[config.mk]
export PLATFORM = sky130hd
export DESIGN_NAME = modbus_rtu_register_read_master_top_flat
export DESIGN_NICKNAME = d
export VERILOG_FILES = /design/src/hw/rtl/mbrm_pkg.sv /design/src/hw/rtl/mbrm_ifs.sv /design/src/hw/rtl/mbrm_datapath.sv /design/src/hw/rtl/mbrm_ctrl.sv /design/src/hw/rtl/modbus_rtu_register_read_master_top.sv /design/src/flat_wrapper.sv
export SDC_FILE = /design/constraint.sdc
export NUM_CORES = 1
export LEC_CHECK = 0
export BUFFER_PORTS_ARGS = -buffer_cell sky130_fd_sc_hd__buf_4
export CORE_MARGIN = 8
export CORE_UTILIZATION = 55
export CTS_CLUSTER_SIZE = 8
export DETAILED_ROUTE_END_ITERATION = 7
export HOLD_SLACK_MARGIN = 0.05
export PLACE_DENSITY = 0.78
export SKIP_LAST_GASP = 1
export SYNTH_ARGS = -nofsm -noshare
export SYNTH_HDL_FRONTEND = slang
export SYNTH_HIERARCHICAL = 1
export SYNTH_SLANG_ARGS = --single-unit
[constraint.sdc]
create_clock -name clock -period 3.5 [get_ports clock]
set_input_delay 0.7 -clock clock [delete_from_list [all_inputs] [get_ports clock]]
set_output_delay 0.7 -clock clock [all_outputs]
set_load 0.1 [all_outputs]
[src/hw/rtl/mbrm_pkg.sv]
// shared types and constants of the modbus rtu register read master
`default_nettype none

package mbrm_pkg;

   // operation codes of an incoming word
   localparam logic [1:0] OP_SEND = 2'd0;
   localparam logic [1:0] OP_BYTE = 2'd1;
   localparam logic [1:0] OP_TICK = 2'd2;

   // result kinds
   localparam logic [1:0] KIND_TX     = 2'd0;
   localparam logic [1:0] KIND_REG    = 2'd1;
   localparam logic [1:0] KIND_STATUS = 2'd2;

   // status codes
   localparam logic [1:0] STATUS_OK      = 2'd0;
   localparam logic [1:0] STATUS_CRC     = 2'd1;
   localparam logic [1:0] STATUS_TIMEOUT = 2'd2;

   // configuration register indexes
   localparam logic [1:0] CSR_SLAVE_ADDRESS = 2'd0;
   localparam logic [1:0] CSR_FUNC_ID       = 2'd1;
   localparam logic [1:0] CSR_TIMEOUT_TICKS = 2'd2;

   // configuration reset values
   localparam logic [7:0]  SLAVE_ADDRESS_RST = 8'h01;
   localparam logic [7:0]  FUNC_ID_RST       = 8'h03;
   localparam logic [15:0] TIMEOUT_TICKS_RST = 16'd10000;

   // crc-16/modbus
   localparam logic [15:0] CRC_INIT = 16'hFFFF;
   localparam logic [15:0] CRC_POLY = 16'hA001;

   // frame layout
   localparam logic [2:0] TX_CRC_LOW  = 3'd6;
   localparam logic [2:0] TX_CRC_HIGH = 3'd7;

   typedef struct packed {
      logic       start_req;
      logic       tx_load;
      logic       crc_shift;
      logic       rx_take;
      logic       tick_take;
      logic       reg_load;
      logic       stat_load;
      logic [1:0] stat_code;
   } mbrm_cmd_type;

   typedef struct packed {
      logic [2:0] tx_idx;
      logic       bit_done;
      logic       out_free;
      logic       rx_data;
      logic       rx_final;
      logic       crc_good;
      logic       tick_expire;
      logic       reg_last;
   } mbrm_stat_type;

endpackage

`default_nettype wire

[src/hw/rtl/mbrm_ifs.sv]
// valid/ready channel interfaces of the request, response and csr ports
`default_nettype none

interface mbrm_req_if;
   logic        valid;
   logic        ready;
   logic [1:0]  operation;
   logic [15:0] start_address;
   logic [3:0]  register_count;
   logic [7:0]  rx_byte;

   modport source (output valid, operation, start_address, register_count, rx_byte,
                   input ready);
   modport sink   (input valid, operation, start_address, register_count, rx_byte,
                   output ready);
endinterface

interface mbrm_rsp_if;
   logic        valid;
   logic        ready;
   logic [1:0]  kind;
   logic [15:0] value;
   logic [2:0]  register_index;
   logic [1:0]  status;
   logic        last;

   modport source (output valid, kind, value, register_index, status, last,
                   input ready);
   modport sink   (input valid, kind, value, register_index, status, last,
                   output ready);
endinterface

interface mbrm_csr_if;
   logic        valid;
   logic        ready;
   logic [1:0]  addr;
   logic [15:0] data;

   modport source (output valid, addr, data, input ready);
   modport sink   (input valid, addr, data, output ready);
endinterface

`default_nettype wire

[src/hw/rtl/mbrm_datapath.sv]
// datapath: csr registers, crc unit, frame tracking, register buffer, output register
`default_nettype none

module mbrm_datapath #(
   parameter int MAX_REGISTERS = 8
) (
   input  wire                    clock,
   input  wire                    reset,
   input  mbrm_pkg::mbrm_cmd_type cmd,
   output mbrm_pkg::mbrm_stat_type stat,
   input  wire  [15:0]            req_start_address,
   input  wire  [3:0]             req_register_count,
   input  wire  [7:0]             req_rx_byte,
   input  wire                    csr_write,
   input  wire  [1:0]             csr_addr,
   input  wire  [15:0]            csr_data,
   output logic                   rsp_valid,
   input  wire                    rsp_ready,
   output logic [1:0]             rsp_kind,
   output logic [15:0]            rsp_value,
   output logic [2:0]             rsp_register_index,
   output logic [1:0]             rsp_status,
   output logic                   rsp_last
);
   import mbrm_pkg::*;

   localparam int REG_LIMIT = (MAX_REGISTERS < 8) ? MAX_REGISTERS : 8;
   localparam int IDX_W     = (REG_LIMIT > 1) ? $clog2(REG_LIMIT) : 1;
   localparam logic [3:0] LIMIT_C = 4'(REG_LIMIT);

   // configuration
   logic [7:0]  slave_ff, slave_in;
   logic [7:0]  func_ff, func_in;
   logic [15:0] timeout_ff, timeout_in;

   // request and reply tracking
   logic [15:0] addr_ff, addr_in;
   logic [3:0]  count_ff, count_in;
   logic [2:0]  tx_idx_ff, tx_idx_in;
   logic [2:0]  bit_ff, bit_in;
   logic [15:0] crc_ff, crc_in;
   logic        awaiting_ff, awaiting_in;
   logic [4:0]  pos_ff, pos_in;
   logic [7:0]  hold_ff, hold_in;
   logic [7:0]  crc_low_ff, crc_low_in;
   logic [15:0] wait_ff, wait_in;
   logic [IDX_W-1:0] rd_ff, rd_in;

   // register buffer
   logic [15:0] buf_ff [REG_LIMIT];
   logic        buf_we;
   logic [IDX_W-1:0] buf_wi;

   // output register
   logic        valid_ff, valid_in;
   logic [1:0]  kind_ff, kind_in;
   logic [15:0] value_ff, value_in;
   logic [2:0]  index_ff, index_in;
   logic [1:0]  status_ff, status_in;
   logic        last_ff, last_in;

   logic [3:0]  count_clamped;
   logic [7:0]  tx_byte;
   logic [4:0]  data_end;
   logic [4:0]  offset;
   logic        mismatch;
   logic [15:0] wait_next;
   logic        out_free;

   always_comb begin
      if (req_register_count == 4'd0) begin
         count_clamped = 4'd1;
      end else if (req_register_count > LIMIT_C) begin
         count_clamped = LIMIT_C;
      end else begin
         count_clamped = req_register_count;
      end
   end

   always_comb begin
      case (tx_idx_ff)
         3'd0:    tx_byte = slave_ff;
         3'd1:    tx_byte = func_ff;
         3'd2:    tx_byte = addr_ff[15:8];
         3'd3:    tx_byte = addr_ff[7:0];
         3'd4:    tx_byte = 8'h00;
         3'd5:    tx_byte = {4'h0, count_ff};
         3'd6:    tx_byte = crc_ff[7:0];
         default: tx_byte = crc_ff[15:8];
      endcase
   end

   assign data_end  = 5'd3 + {count_ff, 1'b0};
   assign offset    = pos_ff - 5'd3;
   assign mismatch  = ((pos_ff == 5'd0) && (req_rx_byte != slave_ff)) ||
                      ((pos_ff == 5'd1) && (req_rx_byte != func_ff));
   assign wait_next = (wait_ff == 16'hFFFF) ? wait_ff : wait_ff + 16'd1;
   assign out_free  = !valid_ff || rsp_ready;

   always_comb begin
      stat.tx_idx      = tx_idx_ff;
      stat.bit_done    = (bit_ff == 3'd7);
      stat.out_free    = out_free;
      stat.rx_data     = awaiting_ff && !mismatch && (pos_ff < data_end);
      stat.rx_final    = awaiting_ff && (pos_ff > data_end);
      stat.crc_good    = (crc_low_ff == crc_ff[7:0]) && (req_rx_byte == crc_ff[15:8]);
      stat.tick_expire = awaiting_ff && (wait_next >= timeout_ff);
      stat.reg_last    = ((4'(rd_ff) + 4'd1) == count_ff);
   end

   always_comb begin
      slave_in    = slave_ff;
      func_in     = func_ff;
      timeout_in  = timeout_ff;
      addr_in     = addr_ff;
      count_in    = count_ff;
      tx_idx_in   = tx_idx_ff;
      bit_in      = bit_ff;
      crc_in      = crc_ff;
      awaiting_in = awaiting_ff;
      pos_in      = pos_ff;
      hold_in     = hold_ff;
      crc_low_in  = crc_low_ff;
      wait_in     = wait_ff;
      rd_in       = rd_ff;
      buf_we      = 1'b0;
      buf_wi      = offset[IDX_W:1];
      valid_in    = valid_ff && !rsp_ready;
      kind_in     = kind_ff;
      value_in    = value_ff;
      index_in    = index_ff;
      status_in   = status_ff;
      last_in     = last_ff;

      if (csr_write) begin
         unique case (csr_addr)
            CSR_SLAVE_ADDRESS: slave_in   = csr_data[7:0];
            CSR_FUNC_ID:       func_in    = csr_data[7:0];
            CSR_TIMEOUT_TICKS: timeout_in = csr_data;
            default: ;
         endcase
      end

      if (cmd.start_req) begin
         addr_in     = req_start_address;
         count_in    = count_clamped;
         tx_idx_in   = 3'd0;
         crc_in      = CRC_INIT;
         awaiting_in = 1'b1;
         pos_in      = 5'd0;
         hold_in     = 8'h00;
         crc_low_in  = 8'h00;
         wait_in     = 16'd0;
      end

      if (cmd.tx_load) begin
         if (tx_idx_ff < TX_CRC_LOW) begin
            crc_in = crc_ff ^ {8'h00, tx_byte};
         end else if (tx_idx_ff == TX_CRC_HIGH) begin
            crc_in = CRC_INIT;
         end
         tx_idx_in = tx_idx_ff + 3'd1;
         valid_in  = 1'b1;
         kind_in   = KIND_TX;
         value_in  = {8'h00, tx_byte};
         index_in  = 3'd0;
         status_in = STATUS_OK;
         last_in   = (tx_idx_ff == TX_CRC_HIGH);
      end

      // one bit of crc-16/modbus per cycle
      if (cmd.crc_shift) begin
         crc_in = crc_ff[0] ? ((crc_ff >> 1) ^ CRC_POLY) : (crc_ff >> 1);
         bit_in = bit_ff + 3'd1;
      end

      if (cmd.rx_take && awaiting_ff) begin
         if (mismatch) begin
            pos_in = 5'd0;
            crc_in = CRC_INIT;
         end else if (pos_ff < data_end) begin
            crc_in = crc_ff ^ {8'h00, req_rx_byte};
            if (pos_ff >= 5'd3) begin
               if (!offset[0]) begin
                  hold_in = req_rx_byte;
               end else begin
                  buf_we = 1'b1;
               end
            end
            pos_in = pos_ff + 5'd1;
         end else if (pos_ff == data_end) begin
            crc_low_in = req_rx_byte;
            pos_in     = pos_ff + 5'd1;
         end else begin
            awaiting_in = 1'b0;
            pos_in      = 5'd0;
            crc_in      = CRC_INIT;
            rd_in       = '0;
         end
      end

      if (cmd.tick_take && awaiting_ff) begin
         wait_in = wait_next;
         if (stat.tick_expire) begin
            awaiting_in = 1'b0;
            pos_in      = 5'd0;
            crc_in      = CRC_INIT;
         end
      end

      if (cmd.reg_load) begin
         rd_in     = stat.reg_last ? '0 : rd_ff + 1'b1;
         valid_in  = 1'b1;
         kind_in   = KIND_REG;
         value_in  = buf_ff[rd_ff];
         index_in  = 3'(rd_ff);
         status_in = STATUS_OK;
         last_in   = stat.reg_last;
      end

      if (cmd.stat_load) begin
         valid_in  = 1'b1;
         kind_in   = KIND_STATUS;
         value_in  = 16'd0;
         index_in  = 3'd0;
         status_in = cmd.stat_code;
         last_in   = 1'b1;
      end
   end

   always_ff @(posedge clock) begin
      if (reset) begin
         slave_ff    <= SLAVE_ADDRESS_RST;
         func_ff     <= FUNC_ID_RST;
         timeout_ff  <= TIMEOUT_TICKS_RST;
         count_ff    <= 4'd0;
         tx_idx_ff   <= 3'd0;
         bit_ff      <= 3'd0;
         crc_ff      <= CRC_INIT;
         awaiting_ff <= 1'b0;
         pos_ff      <= 5'd0;
         hold_ff     <= 8'h00;
         crc_low_ff  <= 8'h00;
         wait_ff     <= 16'd0;
         rd_ff       <= '0;
         valid_ff    <= 1'b0;
      end else begin
         slave_ff    <= slave_in;
         func_ff     <= func_in;
         timeout_ff  <= timeout_in;
         count_ff    <= count_in;
         tx_idx_ff   <= tx_idx_in;
         bit_ff      <= bit_in;
         crc_ff      <= crc_in;
         awaiting_ff <= awaiting_in;
         pos_ff      <= pos_in;
         hold_ff     <= hold_in;
         crc_low_ff  <= crc_low_in;
         wait_ff     <= wait_in;
         rd_ff       <= rd_in;
         valid_ff    <= valid_in;
      end
   end

   always_ff @(posedge clock) begin
      addr_ff   <= addr_in;
      kind_ff   <= kind_in;
      value_ff  <= value_in;
      index_ff  <= index_in;
      status_ff <= status_in;
      last_ff   <= last_in;
      if (buf_we) begin
         buf_ff[buf_wi] <= {hold_ff, req_rx_byte};
      end
   end

   assign rsp_valid          = valid_ff;
   assign rsp_kind           = kind_ff;
   assign rsp_value          = value_ff;
   assign rsp_register_index = index_ff;
   assign rsp_status         = status_ff;
   assign rsp_last           = last_ff;

`ifndef ASSERT_OFF
   // a result is only loaded into a free output register
   a_load_when_free: assert property (@(posedge clock) disable iff (reset)
      (cmd.tx_load || cmd.reg_load || cmd.stat_load) |-> out_free)
      else $error("result loaded over a pending word");

   // the crc is back at its seed once the frame crc high byte has gone out
   a_crc_reseed: assert property (@(posedge clock) disable iff (reset)
      (cmd.tx_load && (tx_idx_ff == TX_CRC_HIGH)) |=> (crc_ff == CRC_INIT))
      else $error("crc not reseeded after request frame");

   // a timeout ends the wait
   a_timeout_ends_wait: assert property (@(posedge clock) disable iff (reset)
      (cmd.tick_take && stat.tick_expire) |=> !awaiting_ff)
      else $error("reply still awaited after timeout");

   // reception never runs past the crc high byte
   a_pos_bound: assert property (@(posedge clock) disable iff (reset)
      awaiting_ff |-> (pos_ff <= (data_end + 5'd1)))
      else $error("byte position beyond end of reply");
`endif

endmodule

`default_nettype wire

[src/hw/rtl/mbrm_ctrl.sv]
// controller: sequences request frames, crc bit steps and reply release
`default_nettype none

module mbrm_ctrl (
   input  wire                     clock,
   input  wire                     reset,
   input  wire                     req_valid,
   input  wire  [1:0]              req_operation,
   output logic                    req_ready,
   output mbrm_pkg::mbrm_cmd_type  cmd,
   input  mbrm_pkg::mbrm_stat_type stat
);
   import mbrm_pkg::*;

   typedef enum logic [5:0] {
      S_IDLE    = 6'b000001,
      S_TX_LOAD = 6'b000010,
      S_TX_CRC  = 6'b000100,
      S_RX_CRC  = 6'b001000,
      S_REG_OUT = 6'b010000,
      S_STAT    = 6'b100000
   } state_type;

   state_type  state_ff, state_in;
   logic [1:0] code_ff, code_in;
   logic       accept;

   assign req_ready = (state_ff == S_IDLE);
   assign accept    = req_valid && req_ready;

   always_comb begin
      state_in      = state_ff;
      code_in       = code_ff;
      cmd           = '0;
      cmd.stat_code = code_ff;

      unique case (state_ff)
         S_IDLE: begin
            if (accept) begin
               case (req_operation)
                  OP_SEND: begin
                     cmd.start_req = 1'b1;
                     state_in      = S_TX_LOAD;
                  end
                  OP_BYTE: begin
                     cmd.rx_take = 1'b1;
                     if (stat.rx_data) begin
                        state_in = S_RX_CRC;
                     end else if (stat.rx_final) begin
                        if (stat.crc_good) begin
                           state_in = S_REG_OUT;
                        end else begin
                           code_in  = STATUS_CRC;
                           state_in = S_STAT;
                        end
                     end
                  end
                  OP_TICK: begin
                     cmd.tick_take = 1'b1;
                     if (stat.tick_expire) begin
                        code_in  = STATUS_TIMEOUT;
                        state_in = S_STAT;
                     end
                  end
                  default: ;
               endcase
            end
         end
         S_TX_LOAD: begin
            if (stat.out_free) begin
               cmd.tx_load = 1'b1;
               if (stat.tx_idx < TX_CRC_LOW) begin
                  state_in = S_TX_CRC;
               end else if (stat.tx_idx == TX_CRC_HIGH) begin
                  state_in = S_IDLE;
               end
            end
         end
         S_TX_CRC: begin
            cmd.crc_shift = 1'b1;
            if (stat.bit_done) begin
               state_in = S_TX_LOAD;
            end
         end
         S_RX_CRC: begin
            cmd.crc_shift = 1'b1;
            if (stat.bit_done) begin
               state_in = S_IDLE;
            end
         end
         S_REG_OUT: begin
            if (stat.out_free) begin
               cmd.reg_load = 1'b1;
               if (stat.reg_last) begin
                  state_in = S_IDLE;
               end
            end
         end
         S_STAT: begin
            if (stat.out_free) begin
               cmd.stat_load = 1'b1;
               state_in      = S_IDLE;
            end
         end
         default: state_in = S_IDLE;
      endcase
   end

   always_ff @(posedge clock) begin
      if (reset) begin
         state_ff <= S_IDLE;
         code_ff  <= STATUS_OK;
      end else begin
         state_ff <= state_in;
         code_ff  <= code_in;
      end
   end

`ifndef ASSERT_OFF
   // at most one result source per cycle
   a_one_load: assert property (@(posedge clock) disable iff (reset)
      $countones({cmd.tx_load, cmd.reg_load, cmd.stat_load}) <= 1)
      else $error("two result loads in one cycle");

   // crc stepping and new input never overlap
   a_shift_blocks_input: assert property (@(posedge clock) disable iff (reset)
      cmd.crc_shift |-> !req_ready)
      else $error("input taken during crc stepping");

   // a status word always reports a failure
   a_stat_code: assert property (@(posedge clock) disable iff (reset)
      cmd.stat_load |-> ((cmd.stat_code == STATUS_CRC) || (cmd.stat_code == STATUS_TIMEOUT)))
      else $error("status word without failure code");
`endif

endmodule

`default_nettype wire

[src/hw/rtl/modbus_rtu_register_read_master_top.sv]
// top level of the modbus rtu register read master
`default_nettype none

// Modbus RTU read-holding-registers master. A request word (operation send)
// produces the eight-byte frame slave id, function code, start address high
// and low, count high (zero) and low, then CRC-16/Modbus low byte first, as
// eight transmit words with last on the final one. Received byte words are
// matched against the configured slave id and function byte (a mismatch drops
// the frame and reception restarts), folded into the running crc, and after
// 5 + 2*count bytes a good crc releases the register values in order
// (big-endian, last on the final one) while a bad crc gives one status word
// with status crc mismatch. Tick words count towards timeout_ticks while a
// reply is awaited; on expiry one status word with status timeout is given.
// Bytes and ticks while nothing is awaited, and unknown operations, give no
// word.
// Sequencing: the crc advances one bit per cycle, so a received frame byte is
// accepted and then takes eight crc steps; a request is accepted, then each
// of six bytes takes one load and eight crc steps, then the two crc bytes are
// loaded, any load waiting while the output is stalled; ticks, id mismatches
// and the crc low byte take no crc steps; the byte that completes a reply and
// a tick that expires are followed by one load per result word. The request
// channel is ready only while the controller is idle. The configuration port
// is always ready; write it only while no reply is being emitted.
// MAX_REGISTERS sizes the register buffer; counts are clamped to 1 and to
// the lesser of MAX_REGISTERS and 8.

module modbus_rtu_register_read_master_top #(
   parameter int MAX_REGISTERS = 8
) (
   input wire        clock,
   input wire        reset,
   mbrm_req_if.sink  req_bus,
   mbrm_rsp_if.source rsp_bus,
   mbrm_csr_if.sink  csr_bus
);
   import mbrm_pkg::*;

   mbrm_cmd_type  cmd;
   mbrm_stat_type stat;
   logic          csr_write;

   // configuration writes are registered directly, no back pressure
   assign csr_bus.ready = 1'b1;
   assign csr_write     = csr_bus.valid;

   // controller: decodes each accepted word and sequences the datapath
   mbrm_ctrl u_ctrl (
      .clock         (clock),
      .reset         (reset),
      .req_valid     (req_bus.valid),
      .req_operation (req_bus.operation),
      .req_ready     (req_bus.ready),
      .cmd           (cmd),
      .stat          (stat)
   );

   // datapath: crc unit, frame counters, register buffer and output register
   mbrm_datapath #(
      .MAX_REGISTERS (MAX_REGISTERS)
   ) u_datapath (
      .clock              (clock),
      .reset              (reset),
      .cmd                (cmd),
      .stat               (stat),
      .req_start_address  (req_bus.start_address),
      .req_register_count (req_bus.register_count),
      .req_rx_byte        (req_bus.rx_byte),
      .csr_write          (csr_write),
      .csr_addr           (csr_bus.addr),
      .csr_data           (csr_bus.data),
      .rsp_valid          (rsp_bus.valid),
      .rsp_ready          (rsp_bus.ready),
      .rsp_kind           (rsp_bus.kind),
      .rsp_value          (rsp_bus.value),
      .rsp_register_index (rsp_bus.register_index),
      .rsp_status         (rsp_bus.status),
      .rsp_last           (rsp_bus.last)
   );

endmodule

`default_nettype wire

[src/flat_wrapper.sv]
// flat-port wrapper written by rule: the top's interface ports become plain ports
module modbus_rtu_register_read_master_top_flat import mbrm_pkg::*;
#(
   parameter int MAX_REGISTERS = 8
)
  (clock, reset, req_bus_valid, req_bus_operation, req_bus_start_address, req_bus_register_count, req_bus_rx_byte, req_bus_ready, rsp_bus_valid, rsp_bus_kind, rsp_bus_value, rsp_bus_register_index, rsp_bus_status, rsp_bus_last, rsp_bus_ready, csr_bus_valid, csr_bus_addr, csr_bus_data, csr_bus_ready);
  mbrm_req_if req_bus_i ();
  mbrm_rsp_if rsp_bus_i ();
  mbrm_csr_if csr_bus_i ();
  input wire clock;
  input wire reset;
  input wire logic [$bits(req_bus_i.valid)-1:0] req_bus_valid;
  input wire logic [$bits(req_bus_i.operation)-1:0] req_bus_operation;
  input wire logic [$bits(req_bus_i.start_address)-1:0] req_bus_start_address;
  input wire logic [$bits(req_bus_i.register_count)-1:0] req_bus_register_count;
  input wire logic [$bits(req_bus_i.rx_byte)-1:0] req_bus_rx_byte;
  output wire logic [$bits(req_bus_i.ready)-1:0] req_bus_ready;
  output wire logic [$bits(rsp_bus_i.valid)-1:0] rsp_bus_valid;
  output wire logic [$bits(rsp_bus_i.kind)-1:0] rsp_bus_kind;
  output wire logic [$bits(rsp_bus_i.value)-1:0] rsp_bus_value;
  output wire logic [$bits(rsp_bus_i.register_index)-1:0] rsp_bus_register_index;
  output wire logic [$bits(rsp_bus_i.status)-1:0] rsp_bus_status;
  output wire logic [$bits(rsp_bus_i.last)-1:0] rsp_bus_last;
  input wire logic [$bits(rsp_bus_i.ready)-1:0] rsp_bus_ready;
  input wire logic [$bits(csr_bus_i.valid)-1:0] csr_bus_valid;
  input wire logic [$bits(csr_bus_i.addr)-1:0] csr_bus_addr;
  input wire logic [$bits(csr_bus_i.data)-1:0] csr_bus_data;
  output wire logic [$bits(csr_bus_i.ready)-1:0] csr_bus_ready;
  assign req_bus_i.valid = req_bus_valid;
  assign req_bus_i.operation = req_bus_operation;
  assign req_bus_i.start_address = req_bus_start_address;
  assign req_bus_i.register_count = req_bus_register_count;
  assign req_bus_i.rx_byte = req_bus_rx_byte;
  assign req_bus_ready = req_bus_i.ready;
  assign rsp_bus_valid = rsp_bus_i.valid;
  assign rsp_bus_kind = rsp_bus_i.kind;
  assign rsp_bus_value = rsp_bus_i.value;
  assign rsp_bus_register_index = rsp_bus_i.register_index;
  assign rsp_bus_status = rsp_bus_i.status;
  assign rsp_bus_last = rsp_bus_i.last;
  assign rsp_bus_i.ready = rsp_bus_ready;
  assign csr_bus_i.valid = csr_bus_valid;
  assign csr_bus_i.addr = csr_bus_addr;
  assign csr_bus_i.data = csr_bus_data;
  assign csr_bus_ready = csr_bus_i.ready;
  modbus_rtu_register_read_master_top #(.MAX_REGISTERS(MAX_REGISTERS)) u_core (.clock(clock), .reset(reset), .req_bus(req_bus_i), .rsp_bus(rsp_bus_i), .csr_bus(csr_bus_i));
endmodule
==> impl_results.rst <==
.. list-table::
   :header-rows: 1

   * - Metric
     - Value
   * - Status
     - complete, but fails checks
   * - Violations in the final reports
     - negative setup slack
   * - Iteration count of the initial detailed-routing pass
     - 5
   * - Endpoint type of the worst setup path
     - register
   * - Final setup violation count
     - 6
   * - Number of buffers inserted by port buffering
     - 78
   * - Count of different cell masters after synthesis
     - 79
   * - Clock latency on the worst-skew pair
     - 0.55 ns
   * - Starting DRT DRC Count
     - 816
   * - Antenna diode instance count
     - 0
   * - Worst path setup slack after routing
     - -0.213 ns
   * - Reg2reg start
     - u_core/u_datapath/wait_ff[1]$_SDFFE_PP0P_
   * - Xor/xnor share of the synthesized area
     - 4.10%
   * - Number of standard cells in the layout, taps in and fillers out
     - 1,638
   * - Time the final worst path needs with I/O delays and setup
     - 3.71 ns
   * - Unrepaired setup endpoints after global routing
     - true
   * - WP data required
     - 3.91 ns
   * - Net count after synthesis
     - 1,258
   * - Hold Path Depth
     - 1
   * - Element type at the critical path start
     - register
   * - Peak Freq
     - 269 MHz
   * - Synth area leader
     - edfxtp_1
   * - Startpoint of the tightest hold check path
     - req_bus_start_address[13]
   * - Worst hold path class
     - input pin to register
   * - Worst hold endpoint
     - u_core/u_datapath/addr_ff[13]$_DFFE_PP_
   * - Wirelength per Cell
     - 20.6 um
   * - Die extent in y
     - 171 um
   * - Worst-path cell chain
     - ha_4 -> nand2_4 -> or3_4 -> nand2b_4 -> nand2b_4 -> nor2_2 -> xnor2_1 -> ha_1 -> a22o_1 -> o41ai_4 -> nand3_1 -> a21oi_2 -> nor2b_1 -> nor2b_1 -> nor3_1 -> a21boi_1 -> and3b_2 -> mux2_4
   * - Predominant post-synthesis flop cell
     - edfxtp_1
   * - Adder-cell share of the synthesized area
     - 3.50%
   * - Largest net degree at the start of global routing
     - 81
   * - Wire length of the first global-routing pass
     - 53.2 mm
   * - Number of synthesized register bits
     - 279
   * - Number of enable flip-flop cells after synthesis
     - 146
   * - Total clock buffers created by CTS
     - 40
   * - Data arrival, critical path
     - 4.12 ns
   * - Clk slew on worst S/H paths
     - 0.05 ns
   * - Growth of design area from synthesis to finish
     - 20.2%
   * - Die area
     - 29,300 um^2
   * - Top cells by area, synth
     - edfxtp_1, dfxtp_1, mux4_2
   * - Antenna violations before repair
     - 0
   * - Number of nets at the end of the flow
     - 1,384
   * - Post-detailed-route via-to-cell ratio
     - 6.06
   * - Standard cell core area
     - 23,500 um^2
   * - HPWL after DPL
     - 22.5 mm
   * - Clock sink count
     - 279
   * - CP Max Fanout
     - 6
   * - Max-cap viol count
     - 0
   * - Relative slew slack
     - 38.9%
   * - Share of async-settable or async-resettable flops after synthesis
     - 0%
   * - GRT Overall Usage
     - 23.1%
   * - Residual overflow from global routing
     - 0
   * - Via count
     - 9,929
   * - Overall power after layout
     - 8.44 mW
   * - Lkg Pwr
     - 6.07 nW
   * - Capturing point of the worst reg2reg path
     - u_core/u_ctrl/state_ff[2]$_SDFFE_PP0P_
   * - Slowest Stage Delay on Critical Path
     - 0.36 ns
   * - Dominant combinational cell family by area after synthesis
     - simple AND/OR/NAND/NOR gates
   * - Worst Path Class, Setup
     - register to register
   * - Slowest-stage cell, CP
     - dfxtp_4
   * - Vias in the first global route
     - 9,896
   * - Worst IR Drop VDD
     - 0.000396 V
   * - CTS tree
     - done
   * - Share of cell area taken by muxes after synthesis
     - 9.67%
   * - Post-Route Skew
     - 0.0320 ns
   * - Mean cell area of the mapped netlist
     - 11.3 um^2
   * - Max Transition Viols Final
     - 0
   * - Chip Width
     - 171 um
   * - Power per unit of standard cell area
     - 530 nW/um^2
   * - RePlAce Congestion
     - 0.918
   * - Clk buf depth
     - 3
   * - Htree depth
     - 2
   * - Seq/Total Area, Yosys
     - 53.2%
   * - Ratio of final minimum period to clock period
     - 106%
   * - Row count
     - 56
   * - Measured slew at the worst slew-check pin
     - 0.917 ns
   * - Count leader, synth
     - edfxtp_1
   * - Overall routed net length
     - 33.8 mm
   * - Synthesized-area fraction occupied by ao, oa, aoi and oai cells
     - 12.2%
   * - Post-synthesis cell count
     - 1,168
   * - Post-synthesis instance area
     - 13,200 um^2
   * - Fraction of layout cells with a size suffix above 1
     - 22.1%
   * - Share of synthesized cell area in and, or, nand and nor gates
     - 13.5%
   * - I/O pin cnt
     - 80
   * - DRC Markers
     - 0
   * - Post-DRT Antenna Nets
     - 0
   * - Area share of the leading cell type in the synthesized netlist
     - 33.1%
   * - Count of warnings emitted by yosys
     - 6
   * - Number of hold-slack violations in the final timing report
     - 0
   * - Most frequent cells after synthesis
     - edfxtp_1, dfxtp_1, nor2_1
   * - Cell at the root of the clock tree
     - clkbuf_16
   * - Reg2Reg Depth
     - 18
   * - Placed cell count
     - 1,557
   * - Setup slack, reg-to-reg
     - -0.21 ns
   * - Initial core utilization
     - 56.3%
where the power goes:
group          internal [mW]  switching, mW
Clock                   2.13           1.38
Sequential              3.54          0.102
Combinational          0.419          0.864
Total                   6.09           2.35
kinds of logic (layout without fill, tap and decap cells):
kind of cell / count (synthesis) / in the layout
and+or+nand+nor: 352 / 352
other: 1 / 1
muxes: 87 / 87
buffers and inverters: 121 / 272
AOI/OAI and AO/OA: 229 / 229
xor gates and xnor gates: 62 / 62
DFF: 279 / 279
adders and majority gates: 37 / 37
registers in the layout (all words and copies together) (netlist names), 2 cells and up, named ones only:
register and count:
u_core/u_datapath/hold_ff 8, u_core/u_datapath/crc_ff 16, u_core/u_datapath/crc_low_ff 8, u_core/u_datapath/pos_ff 5
u_core/u_datapath/rsp_value 16, u_core/u_datapath/rsp_register_index 3, u_core/u_datapath/func_ff 8, u_core/u_datapath/addr_ff 16
u_core/u_datapath/timeout_ff 16, u_core/u_datapath/rsp_status 2, u_core/u_datapath/count_ff 4, u_core/u_datapath/rsp_kind 2
u_core/u_datapath/tx_idx_ff 3, u_core/u_datapath/rd_ff 3, u_core/u_datapath/slave_ff 8, u_core/u_datapath/wait_ff 16
u_core/u_datapath/bit_ff 3, u_core/u_datapath/buf_ff 128, u_core/u_ctrl/code_ff 2, u_core/u_ctrl/state_ff 6
worst max-delay path, delay by kind of cell, from the launching register on:
kind / cells / cell delay [ns]
fa+ha+maj: 2 / 0.47
xor+xnor: 1 / 0.12
compound gates: 4 / 0.94
flops: 1 / 0.36
mux: 1 / 0.30
simple gates: 10 / 1.43
how the worst max path moves through the flow:
stage                                                   start  slack, ns                                      to
floorplan           u_core/u_datapath/wait_ff[0]$_SDFFE_PP0P_      0.004  u_core/u_ctrl/state_ff[2]$_SDFFE_PP0P_
global placement    u_core/u_datapath/wait_ff[1]$_SDFFE_PP0P_      -0.05  u_core/u_ctrl/state_ff[2]$_SDFFE_PP0P_
detailed placement  u_core/u_datapath/wait_ff[0]$_SDFFE_PP0P_      -0.14  u_core/u_ctrl/state_ff[2]$_SDFFE_PP0P_
CTS                 u_core/u_datapath/wait_ff[1]$_SDFFE_PP0P_      -0.11  u_core/u_ctrl/state_ff[2]$_SDFFE_PP0P_
global route        u_core/u_datapath/wait_ff[1]$_SDFFE_PP0P_      -0.33  u_core/u_ctrl/state_ff[2]$_SDFFE_PP0P_
finish              u_core/u_datapath/wait_ff[1]$_SDFFE_PP0P_      -0.21  u_core/u_ctrl/state_ff[2]$_SDFFE_PP0P_
cell usage in the layout (no fill, tap or decap), drive strengths merged, types with 34 or more instances in the layout:
| master | count |
|---|---|
| o21ai | 34 |
| inv | 47 |
| mux2i | 51 |
| xnor2 | 53 |
| dfxtp | 133 |
| a21oi | 62 |
| clkbuf | 64 |
| buf | 157 |
| ha | 37 |
| nand2 | 94 |
| edfxtp | 146 |
| nor2 | 97 |
timing repair:
action | in CTS | in global routing
gates resized for setup | 9 | 26
setup endpoints to repair | 8 | 16
pin swaps | 8 | 11
hold buffers | 0 | 0
endpoints found under the hold margin | 0 | 0
setup buffers | 8 | 7
metrics by stage:
| stage | worst slack (ns) | utilization (%) | TNS [ns] | hold slack (ns) | cell area (um^2) |
|---|---|---|---|---|---|
| after detailed placement | -0.136 | 61.5 | -0.588 | 0.444 | 14500 |
| final | -0.213 | 67.6 | -0.835 | 0.337 | 15900 |
| after global placement | -0.0548 | 61.5 | -0.190 | 0.437 | 14500 |
| after global routing | -0.327 | 67.6 | -2.02 | 0.322 | 15900 |
| after CTS | -0.110 | 66.9 | -0.334 | 0.321 | 15700 |
| after floorplan | 0.00428 | - | 0 | 0.436 | 13300 |
area by class of cell:
type                       count  area [um^2]
sequential                   279         7050
fill                        1739         7630
multi-input combinational    768         5890
inverter                      48          180
clock buffer                  64         1090
clock inverter                 3         66.3
timing repair buffer         157         1240
tap                          319          399
metal layers:
layer / vias to the layer above / GRT usage [%] / wire, um
li1: 4567 / - / -
met1: 4785 / 29.1 / 13700
met2: 479 / 39.1 / 16300
met3: 98 / 4.13 / 2630
met4: 0 / 9.15 / 1160
met5: - / 0 / 0
No activity file was read; power rests on OpenSTA's default activity.
